File: config.mk
export PLATFORM = sky130hd
export DESIGN_NAME = q2e_isqrt
export DESIGN_NICKNAME = d
export VERILOG_FILES = /design/src/hdl/quaternion_to_euler_angles_unit_defines.svh /design/src/hdl/q2e_pkg.sv /design/src/hdl/q2e_isqrt.sv
export SDC_FILE = /design/constraint.sdc
export NUM_CORES = 2
export LEC_CHECK = 0
export BUFFER_PORTS_ARGS = -buffer_cell sky130_fd_sc_hd__buf_2
export CAP_MARGIN = 25
export CORE_UTILIZATION = 40
export CTS_BUF_LIST = sky130_fd_sc_hd__clkbuf_8
export CTS_CLUSTER_SIZE = 12
export DETAILED_ROUTE_END_ITERATION = 12
export PLACE_DENSITY = 0.6
export RECOVER_POWER = 25
export SYNTH_ARGS = -nofsm -noshare
export SYNTH_HDL_FRONTEND = slang
export SYNTH_SLANG_ARGS = --single-unit
File: constraint.sdc
create_clock -name i_clk -period 7.3 [get_ports i_clk]
set_input_delay 0.73 -clock i_clk [delete_from_list [all_inputs] [get_ports i_clk]]
set_output_delay 0.73 -clock i_clk [all_outputs]
set_load 0.01 [all_outputs]
File: src/hdl/quaternion_to_euler_angles_unit_defines.svh
// assertion macros for the quaternion to euler angles unit
`ifndef QUATERNION_TO_EULER_ANGLES_UNIT_DEFINES_SVH
`define QUATERNION_TO_EULER_ANGLES_UNIT_DEFINES_SVH

// a condition implies a consequence on the same edge
`define Q2E_ASSERT_IMPL(label, clk, rst_n, ante, cons, msg) \
    label: assert property (@(posedge clk) disable iff (!rst_n) (ante) |-> (cons)) \
        else $error(msg);

// a condition implies a consequence on the next edge
`define Q2E_ASSERT_NEXT(label, clk, rst_n, ante, cons, msg) \
    label: assert property (@(posedge clk) disable iff (!rst_n) (ante) |=> (cons)) \
        else $error(msg);

`endif

File: src/hdl/q2e_pkg.sv
`default_nettype none
package q2e_pkg;
    localparam int CORDIC_STEPS = 16;
    localparam int TABLE_LEN    = 24;
    localparam int CW           = 35;
    localparam int ZW           = 26;
    localparam int SQW          = 57;
    localparam int SQ_STEPS     = 29;
    localparam int SQ_PER_STG   = 2;
    localparam int SQ_STAGES    = (SQ_STEPS + SQ_PER_STG - 1) / SQ_PER_STG;
    localparam int LAT          = 3 + SQ_STAGES + 2 + CORDIC_STEPS + 1;
    localparam logic signed [ZW-1:0] HALF_TURN_Z = ZW'(180 * 65536);
    localparam logic signed [15:0] ROLLYAW_MAX = 16'sd23040;
    localparam logic signed [14:0] PITCH_MAX   = 15'sd11520;

    typedef logic signed [CW-1:0] t_cval;
    typedef logic signed [ZW-1:0] t_ang;

    typedef struct packed {
        t_cval x;
        t_cval y;
        t_ang  z;
        logic  zero;
    } t_cstate;

    function automatic t_ang atan_entry(input int i);
        case (i)
            0: atan_entry = ZW'(2949120);
            1: atan_entry = ZW'(1740967);
            2: atan_entry = ZW'(919879);
            3: atan_entry = ZW'(466945);
            4: atan_entry = ZW'(234379);
            5: atan_entry = ZW'(117304);
            6: atan_entry = ZW'(58666);
            7: atan_entry = ZW'(29335);
            8: atan_entry = ZW'(14668);
            9: atan_entry = ZW'(7334);
            10: atan_entry = ZW'(3667);
            11: atan_entry = ZW'(1833);
            12: atan_entry = ZW'(917);
            13: atan_entry = ZW'(458);
            14: atan_entry = ZW'(229);
            15: atan_entry = ZW'(115);
            16: atan_entry = ZW'(57);
            17: atan_entry = ZW'(29);
            18: atan_entry = ZW'(14);
            19: atan_entry = ZW'(7);
            20: atan_entry = ZW'(4);
            21: atan_entry = ZW'(2);
            22: atan_entry = ZW'(1);
            default: atan_entry = '0;
        endcase
    endfunction
endpackage
`default_nettype wire

File: src/hdl/q2e_isqrt.sv
`default_nettype none
module q2e_isqrt (
    input  wire logic                       i_clk,
    input  wire logic [q2e_pkg::SQW-1:0]    i_v,
    output logic [28:0]                     o_root
);
    import q2e_pkg::*;

    logic [SQW-1:0] r_rem [0:SQ_STAGES];
    logic [SQW-1:0] r_res [0:SQ_STAGES];

    always_ff @(posedge i_clk) begin
        r_rem[0] <= i_v;
        r_res[0] <= '0;
    end

    // restoring digit-by-digit root, two result bits per stage (one in the last)
    for (genvar g = 0; g < SQ_STAGES; g++) begin : g_stg
        logic [SQW-1:0] n_rem, n_res;
        always_comb begin
            logic [SQW-1:0] bit_v;
            bit_v = '0;
            n_rem = r_rem[g];
            n_res = r_res[g];
            for (int k = 0; k < SQ_PER_STG; k++) begin
                if (g * SQ_PER_STG + k < SQ_STEPS) begin
                    bit_v = SQW'(1) << (2 * (SQ_STEPS - 1 - (g * SQ_PER_STG + k)));
                    if (n_rem >= n_res + bit_v) begin
                        n_rem = n_rem - (n_res + bit_v);
                        n_res = (n_res >> 1) + bit_v;
                    end else begin
                        n_res = n_res >> 1;
                    end
                end
            end
        end
        always_ff @(posedge i_clk) begin
            r_rem[g+1] <= n_rem;
            r_res[g+1] <= n_res;
        end
    end

    assign o_root = r_res[SQ_STAGES][28:0];
endmodule
`default_nettype wire

==> flow_summary.yaml <==
layout:
  area_delta_synth_final_pct: 12.1
  nFillCells: 14500
  nNetsFinal: 7651
  stdcell_area_um2: 66200
  layout-drive-gt1-share: 0.0764
die:
  ioPinCount: 87
  die_w_um: 386
  initial_utilization: 0.404
  num_rows: 140
  dieArea_um2: 149000
  coreArea_um2: 146000
  die_y_um: 386
clocking:
  htreeDepth: 4
  cts.sink_count: 1094
  clock-root-buffer: "clkbuf_8"
  clkLatencyLatePin_ns: 0.90
  cts_setup_buffers: 0
  cts_tree: "done"
  clk_path_buf_depth: 3
  cts_buffers: 174
  cts.clk_slew.worst_paths_ns: 0.06
worst_setup_path:
  crit_required_ns: 8.04
  path_max_fanout: 18
  crit_path_end_kind: "register"
  startpoint_type: "register"
  arrival_ns: 7.64
  reg2reg_slack_ns: 0.40
  critPathKind: "reg -> reg"
timing:
  slew_viol_final: 0
  clock.fmax_mhz: 145
  setup_viol: 0
  clock_skew_ns: 0.0753
  finalCriticalPeriod_ns: 6.90
  fin_crit_sh: 0.946
  fin_setup_tns_ns: 0
  max_slew_margin: 0.256
  finalWorstSetupSlack_ns: 0.396
  hold_viol: 0
  worst_slew_pin_slew_ns: 1.11
routing:
  final_antenna_net_count: 0
  first_iter_violations: 3628
  detailroute.via_count: 50500
  vias_per_cell: 5.49
  wire_per_inst_um: 18.7
  dr.pass1.iters: 6
  routed_wl_mm: 172
  post-route-drc-count: 0
yosys:
  yosys-top-cells-count: "1094 x dfxtp_1, 571 x nor2_1, 552 x a21oi_1"
  yosys_warnings: 0
  async_reset_ff_frac: 0
  synth_edf_count: 0
  synth_cell_types: 94
  synthTopCellsByArea: "dfxtp_1 37%, ha_1 9.8%, xnor2_1 6.3%"
  yosys.area.top_type: "dfxtp_1"
  syn_nets: 7455
  synth_most_common_cell: "dfxtp_1"
  ys_seq_area_frac: 0.371
  synthesis.area_um2: 59000
  syn_area_per_cell_um2: 8.51
  ys_seq_elements: 1094
  yosys_most_used_dff: "dfxtp_1"
  synthCells: 6937
  synth_top_area_share: 0.371
global_route:
  grt_overflow_total: 0
  grt_pass1_wl_mm: 270
  grt_pass1_vias: 49000
  grt_usage: 0.226
  grt_start_max_net_pins: 52
  antenna_found_initial: 4
pwr:
  irDropWorstVdd_v: 0.000276
  p_leak_nw: 29.3
  power_density_nw_per_um2: 418
outcome:
  status: "complete, no violations"
placed_design:
  dp_slack_ns: 0.364
  detailed_place.area_um2: 61700
  port_buffers: 86
  hpwl_mm: 138
  finalWeightedCongestion: 0.948
run:
  max_cap_viol_count: 0
hold_path:
  hp-class: "reg -> reg"
==> what timing repair did <==
item,CTS,global route
hold buffers,57,0
gates resized for setup,0,7
setup endpoints to repair,0,25
hold endpoints to repair,57,0
==> final cells by class <==
class,count,area [um^2],area share
repair buffers,209,1530,0.0231
clock inverters,113,982,0.0148
diodes,2,5.00,0.0000756
inverters,434,1640,0.0247
flip-flops and latches,1094,21900,0.331
clock buffers,210,2890,0.0437
well taps,1917,2400,0.0362
multi-input cells,5220,34800,0.526
==> final timing paths <==
path                  from             to  depth (start not counted)
max reg2reg  r_rem[1][321]  r_rem[1][363]                         21
min reg2reg  r_res[1][132]  r_res[1][187]                          0
min          r_res[1][132]  r_res[1][187]                          0
max          r_rem[1][321]  r_rem[1][363]                         21
==> cell families after synthesis <==
kind of cell	Yosys count	share of synthesized area
buf+inv	623	0.0405
compound gates	1672	0.178
fa+ha+maj	460	0.0975
flops	1094	0.371
xor+xnor	661	0.0981
simple gates	2365	0.203
mux	62	0.0114
==> cells in the final DEF (no fill, tap or decap), types with 76 or more instances in the layout <==
master and n:
nand2_1 550, inv_1 473, o21a_1 84, nand2b_1 76
clkbuf_8 210, buf_2 87, or3_1 87, xnor2_1 426
nand4_1 151, nand3_1 151, o21ai_0 355, nor4_1 192
ha_1 460, a21oi_1 552, xor2_1 235, nor3_1 176
dfxtp_1 1094, a21o_1 202, nor2_1 571
==> where the power goes <==
part	internal, mW	switching [mW]	total, mW	leakage [nW]
Combinational	5.41	7.87	13.3	18.0
Sequential	7.39	1.35	8.74	9.17
Clock	3.07	2.59	5.66	2.14
Total	15.9	11.8	27.7	29.3
==> critical path: stages (launching register included) <==
cell and delay [ns]:
dfxtp_1 0.36, or4_4 0.53, or4_1 0.51, or4_4 0.61
a311oi_4 0.40, or3_1 0.50, nor2_1 0.08, a21oi_1 0.19
ha_1 0.32, a21o_1 0.21, a21o_1 0.18, a21o_1 0.18
a21o_1 0.17, a211o_1 0.31, a21oi_1 0.20, a21oi_1 0.15
o211ai_1 0.34, a21oi_1 0.22, nor3_2 0.24, and3_2 0.47
inv_4 0.20, mux2_1 0.35
==> sequential cells by signal, indices dropped and copies added (netlist names) <==
register,flops
r_res,239
r_rem,855
==> layer usage <==
layer  vias to the layer above  track usage  share of wire
met1                     23700        0.291           0.45
met5                         -            0              0
met4                         0       0.0710          0.027
li1                      25200            -              -
met3                       274       0.0350          0.050
met2                      1294        0.386           0.47
==> through the flow <==
step / hold slack, ns / cells / util / total power, mW
6_report: 0.282 / 9199 / 0.453 / 27.7
3_5_place_dp: 0.334 / 8817 / 0.422 / 21.9
2_1_floorplan: 0.323 / 6937 / - / 18.4
3_3_place_gp: 0.328 / 8816 / 0.422 / 21.8
5_1_grt: 0.274 / 9199 / 0.453 / 29.7
4_1_cts: 0.270 / 9197 / 0.453 / 27.7
No activity file was read; power rests on OpenSTA's default activity.
