<file path="src/hdl/quaternion_to_euler_angles_unit_defines.svh">
// assertion macros for the quaternion to euler angles unit
`ifndef QUATERNION_TO_EULER_ANGLES_UNIT_DEFINES_SVH
`define QUATERNION_TO_EULER_ANGLES_UNIT_DEFINES_SVH

// a condition implies a consequence on the same edge
`define Q2E_ASSERT_IMPL(label, clk, rst_n, ante, cons, msg) \
    label: assert property (@(posedge clk) disable iff (!rst_n) (ante) |-> (cons)) \
        else $error(msg);

// a condition implies a consequence on the next edge
`define Q2E_ASSERT_NEXT(label, clk, rst_n, ante, cons, msg) \
    label: assert property (@(posedge clk) disable iff (!rst_n) (ante) |=> (cons)) \
        else $error(msg);

`endif

</file>
<file path="src/hdl/q2e_pkg.sv">
`default_nettype none
package q2e_pkg;
    localparam int CORDIC_STEPS = 16;
    localparam int TABLE_LEN    = 24;
    localparam int CW           = 35;
    localparam int ZW           = 26;
    localparam int SQW          = 57;
    localparam int SQ_STEPS     = 29;
    localparam int SQ_PER_STG   = 2;
    localparam int SQ_STAGES    = (SQ_STEPS + SQ_PER_STG - 1) / SQ_PER_STG;
    localparam int LAT          = 3 + SQ_STAGES + 2 + CORDIC_STEPS + 1;
    localparam logic signed [ZW-1:0] HALF_TURN_Z = ZW'(180 * 65536);
    localparam logic signed [15:0] ROLLYAW_MAX = 16'sd23040;
    localparam logic signed [14:0] PITCH_MAX   = 15'sd11520;

    typedef logic signed [CW-1:0] t_cval;
    typedef logic signed [ZW-1:0] t_ang;

    typedef struct packed {
        t_cval x;
        t_cval y;
        t_ang  z;
        logic  zero;
    } t_cstate;

    function automatic t_ang atan_entry(input int i);
        case (i)
            0: atan_entry = ZW'(2949120);
            1: atan_entry = ZW'(1740967);
            2: atan_entry = ZW'(919879);
            3: atan_entry = ZW'(466945);
            4: atan_entry = ZW'(234379);
            5: atan_entry = ZW'(117304);
            6: atan_entry = ZW'(58666);
            7: atan_entry = ZW'(29335);
            8: atan_entry = ZW'(14668);
            9: atan_entry = ZW'(7334);
            10: atan_entry = ZW'(3667);
            11: atan_entry = ZW'(1833);
            12: atan_entry = ZW'(917);
            13: atan_entry = ZW'(458);
            14: atan_entry = ZW'(229);
            15: atan_entry = ZW'(115);
            16: atan_entry = ZW'(57);
            17: atan_entry = ZW'(29);
            18: atan_entry = ZW'(14);
            19: atan_entry = ZW'(7);
            20: atan_entry = ZW'(4);
            21: atan_entry = ZW'(2);
            22: atan_entry = ZW'(1);
            default: atan_entry = '0;
        endcase
    endfunction
endpackage
`default_nettype wire

</file>
<file path="src/hdl/q2e_cordic.sv">
`default_nettype none
module q2e_cordic (
    input  wire logic            i_clk,
    input  wire q2e_pkg::t_cval  i_y,
    input  wire q2e_pkg::t_cval  i_x,
    output q2e_pkg::t_ang        o_z,
    output logic                 o_zero
);
    import q2e_pkg::*;

    t_cstate r_st [0:CORDIC_STEPS];
    t_cstate n_pre;

    always_comb begin
        n_pre.zero = (i_x == '0) && (i_y == '0);
        n_pre.x    = i_x;
        n_pre.y    = i_y;
        n_pre.z    = '0;
        if (i_x < 0) begin
            n_pre.z = (i_y >= 0) ? HALF_TURN_Z : -HALF_TURN_Z;
            n_pre.x = -i_x;
            n_pre.y = -i_y;
        end
    end

    always_ff @(posedge i_clk) begin
        r_st[0] <= n_pre;
    end

    for (genvar g = 0; g < CORDIC_STEPS; g++) begin : g_step
        t_cval xs, ys;
        assign xs = r_st[g].x >>> g;
        assign ys = r_st[g].y >>> g;
        always_ff @(posedge i_clk) begin
            r_st[g+1].zero <= r_st[g].zero;
            if (r_st[g].y > 0) begin
                r_st[g+1].x <= r_st[g].x + ys;
                r_st[g+1].y <= r_st[g].y - xs;
                r_st[g+1].z <= r_st[g].z + atan_entry(g);
            end else begin
                r_st[g+1].x <= r_st[g].x - ys;
                r_st[g+1].y <= r_st[g].y + xs;
                r_st[g+1].z <= r_st[g].z - atan_entry(g);
            end
        end
    end

    assign o_z    = r_st[CORDIC_STEPS].z;
    assign o_zero = r_st[CORDIC_STEPS].zero;
endmodule
`default_nettype wire

</file>
<file path="config.mk">
export PLATFORM = sky130hd
export DESIGN_NAME = q2e_cordic
export DESIGN_NICKNAME = d
export VERILOG_FILES = /design/src/hdl/quaternion_to_euler_angles_unit_defines.svh /design/src/hdl/q2e_pkg.sv /design/src/hdl/q2e_cordic.sv
export SDC_FILE = /design/constraint.sdc
export NUM_CORES = 2
export LEC_CHECK = 0
export BUFFER_PORTS_ARGS = -buffer_cell sky130_fd_sc_hd__clkbuf_2
export CAP_MARGIN = 40
export CELL_PAD_IN_SITES_DETAIL_PLACEMENT = 0
export CELL_PAD_IN_SITES_GLOBAL_PLACEMENT = 1
export CORE_AREA = 4 4 501 503
export DETAILED_ROUTE_END_ITERATION = 10
export DIE_AREA = 0 0 505 507
export PLACE_DENSITY_LB_ADDON = 0.1
export REMOVE_ABC_BUFFERS = 1
export SETUP_SLACK_MARGIN = 0.05
export SLEW_MARGIN = 15
export SYNTH_ARGS = -nofsm -noshare
export SYNTH_HDL_FRONTEND = slang
export SYNTH_SLANG_ARGS = --single-unit
</file>
<file path="constraint.sdc">
create_clock -name i_clk -period 7.26 [get_ports i_clk]
set_clock_uncertainty 0.1 [all_clocks]
set_input_delay 1.452 -clock i_clk [delete_from_list [all_inputs] [get_ports i_clk]]
set_output_delay 1.452 -clock i_clk [all_outputs]
set_load 0.01 [all_outputs]
</file>
==> flow_summary.toml <==
[layout]
mostFrequentLayoutCell = "dfxtp_1"
largest_reg_flops = 1460
drive_gt1_share_pct = 5.01
regMostFlops = "r_st"
design_area_sq_mm = 0.121
post-route-util_pct = 49.2
syn2layout_area_growth_pct = 9.61
nNetsFinal = 14813
mostFrequentLayoutCells = "1460 x dfxtp_1, 1388 x ha_1, 1282 x xnor2_1, 1256 x a21oi_1, 939 x nor2_1"
reg_top3 = "r_st (1460)"

[detailed_routing]
drt_iter0_markers = 6897
routed_wirelength_mm = 341
detail-route-antenna-nets = 0
dr.pass1.iters = 8
drt-wirelength-per-cell_um = 20.4
drc = 0
via_per_inst = 5.76
vias = 96138

[critical_path]
critPathSlowestCell = "a2111oi_0"
crit_top_cell = "o21ai_0"
cp_cell_sequence = "or2_2 -> nor4_1 -> nor3b_1 -> nand2_1 -> or2_2 -> nor4_1 -> and4_1 -> nor2_2 -> o21ai_0 -> ha_1 -> a21o_1 -> a21o_1 -> a2111oi_0 -> nor3_1 -> o31ai_1 -> o21ai_0 -> a211o_1 -> a21bo_2 -> a21oi_1 -> o21ai_0 -> xor2_1"
worstSetupStartpointType = "flop"
cp-end-kind = "flop"
max_stage_delay_ns = 0.62
setup.worst_path.class = "flop to flop"
critPathArrivalTime_ns = 7.36
crit_fanout = 21
worstPathRequired_ns = 7.85

[global_route]
grt_pass1_wl_mm = 532
grt_max_degree = 75
grt_antenna_before_repair = 15
gr-total-overflow = 0
grt_pass1_vias = 92566
grt_usage_pct = 25.6

[yosys]
synth-async-reset-ratio_pct = 0
yosys_most_used_dff = "dfxtp_1"
syn_area_sq_mm = 0.110
synth_seq_cells = 1460
ys.warnings.count = 0
ys_types = 85
avgSynthCellArea_sq_um = 8.38
seq_area_frac_synth_pct = 26.5
synth_edf_count = 0
synth_cells = 13175

[place]
place_congestion = 0.943
dp_hpwl_mm = 281
placed_cell_area_sq_mm = 0.115
io_buffers = 96

[timing]
setup_viol = 0
fin_crit_sh_pct = 93.1
grt_setup_unrepaired = "no"
maxSlewViolCount = 0
tns_ns = 0
tightestPinTransition_ns = 1.04
timing.slew.headroom_pct = 29.8
timing.final.hold_violations = 0
fmax_ghz = 0.148
fin_crit_ns = 6.76

[die]
die_width_um = 505
placementRows = 182
core_area_sq_mm = 0.246
die-area_sq_mm = 0.256
pin_count = 98
die_height_um = 507
start_util_pct = 44.9

[cts]
cts_buffers = 171
cts_sinks = 1460
h-tree-depth = 4
hold_buffers = 0
path_clk_slew_ns = 0.07
cts_tree = "yes"
clockRootBuffer = "clkbuf_16"
clk_latency_ns = 0.82
cts_max_path_buffers = 3

[worst_hold_path]
hp-class = "flop to flop"

[job]
drv_cap = 0

[outcome]
outcome = "finished, final reports clean"
-- stage by stage --
step | hold slack (ns) | cells | setup slack (ns)
2_1_floorplan | 0.210 | 12930 | -0.549
3_3_place_gp | 0.211 | 16337 | 0.499
3_5_place_dp | 0.212 | 16359 | 0.431
4_1_cts | 0.224 | 16676 | 0.410
5_1_grt | 0.228 | 16685 | 0.0667
6_report | 0.226 | 16688 | 0.498
-- synth_stat cells (39+ instances only) --
cell type,instances,share of area [%]
ha_1,1388,16
dfxtp_1,1460,26
o31ai_1,225,1.5
nor2b_1,198,1.1
a31oi_1,113,0.64
and2_1,61,0.35
xor2_1,671,5.3
a21oi_1,1258,5.7
nand2b_1,206,1.2
or4_1,76,0.52
nor4_1,128,0.73
nand4_1,131,0.74
a21o_1,640,4.4
or3_1,119,0.67
a21boi_0,39,0.27
o21a_1,170,1.2
fa_1,40,0.73
o21bai_1,192,1.3
nand3_1,226,1.0
or2_2,60,0.34
o21ai_0,824,3.7
a211oi_1,101,0.69
inv_1,533,1.8
xnor2_1,1282,10
nand2_1,840,2.9
o211ai_1,47,0.32
and3_1,104,0.59
o41ai_1,84,0.67
nor2_1,947,3.2
nor3_1,280,1.3
clkbuf_1,214,0.73
-- worst max-delay path, delay by kind of cell (launching register included) --
family | cells | cell delay [ns]
adders and majority gates | 1 | 0.33
AOI/OAI and AO/OA | 10 | 3.09
xor gates and xnor gates | 1 | 0.15
DFF | 1 | 0.34
and+or+nand+nor | 9 | 2.64
-- final timing paths --
path | startpoint | end | slack, ns | cells past startpoint
setup / recovery | r_st[13][41] | r_st[14][58] | 0.50 | 21
hold / removal | r_st[12][0] | r_st[13][0] | 0.23 | 0
setup reg to reg | r_st[13][41] | r_st[14][58] | 0.50 | 21
hold reg to reg | r_st[12][0] | r_st[13][0] | 0.23 | 0
-- timing repair --
item | 4_1_cts | 5_1_grt
setup buffers | 0 | 0
gates resized for setup | 0 | 7
endpoints found under the setup margin | 0 | 19
hold endpoints to repair | 0 | 0
-- routing by layer --
layer | share of wire, % | global-route usage [%] | routed length [um] | vias to the layer above
li1 | - | - | - | 47848
met5 | 0.017 | 0 | 58 | -
met4 | 2.3 | 6.20 | 7810 | 8
met2 | 45 | 41.3 | 152000 | 2233
met1 | 48 | 36.1 | 163000 | 45660
met3 | 5.2 | 3.42 | 17800 | 389
-- logic make-up (layout without fill, tap and decap cells) --
kind of cell / Yosys count / in the layout / share of synthesized area (%)
flops: 1460 / 1460 / 26.5
xor+xnor: 1953 / 1953 / 15.5
other cells: 1 / 11 / 0.00340
mux: 32 / 32 / 0.304
compound gates: 4050 / 4050 / 23.3
simple gates: 3468 / 3468 / 15.3
buf+inv: 783 / 1066 / 2.68
fa+ha+maj: 1428 / 1428 / 16.5
-- layout make-up --
cell class / instances / area [sq um]
clock buffer: 221 / 4770
inverter: 538 / 2020
sequential: 1460 / 29200
clock inverter: 96 / 1270
tap: 3220 / 4030
antenna: 10 / 25.0
timing repair buffer: 211 / 1340
multi-input combinational: 10932 / 78300
fill: 23952 / 125000
Power is left out: the tool's default activity adds up to more than one toggle a clock period on the data nets, which glitch-free logic cannot reach.
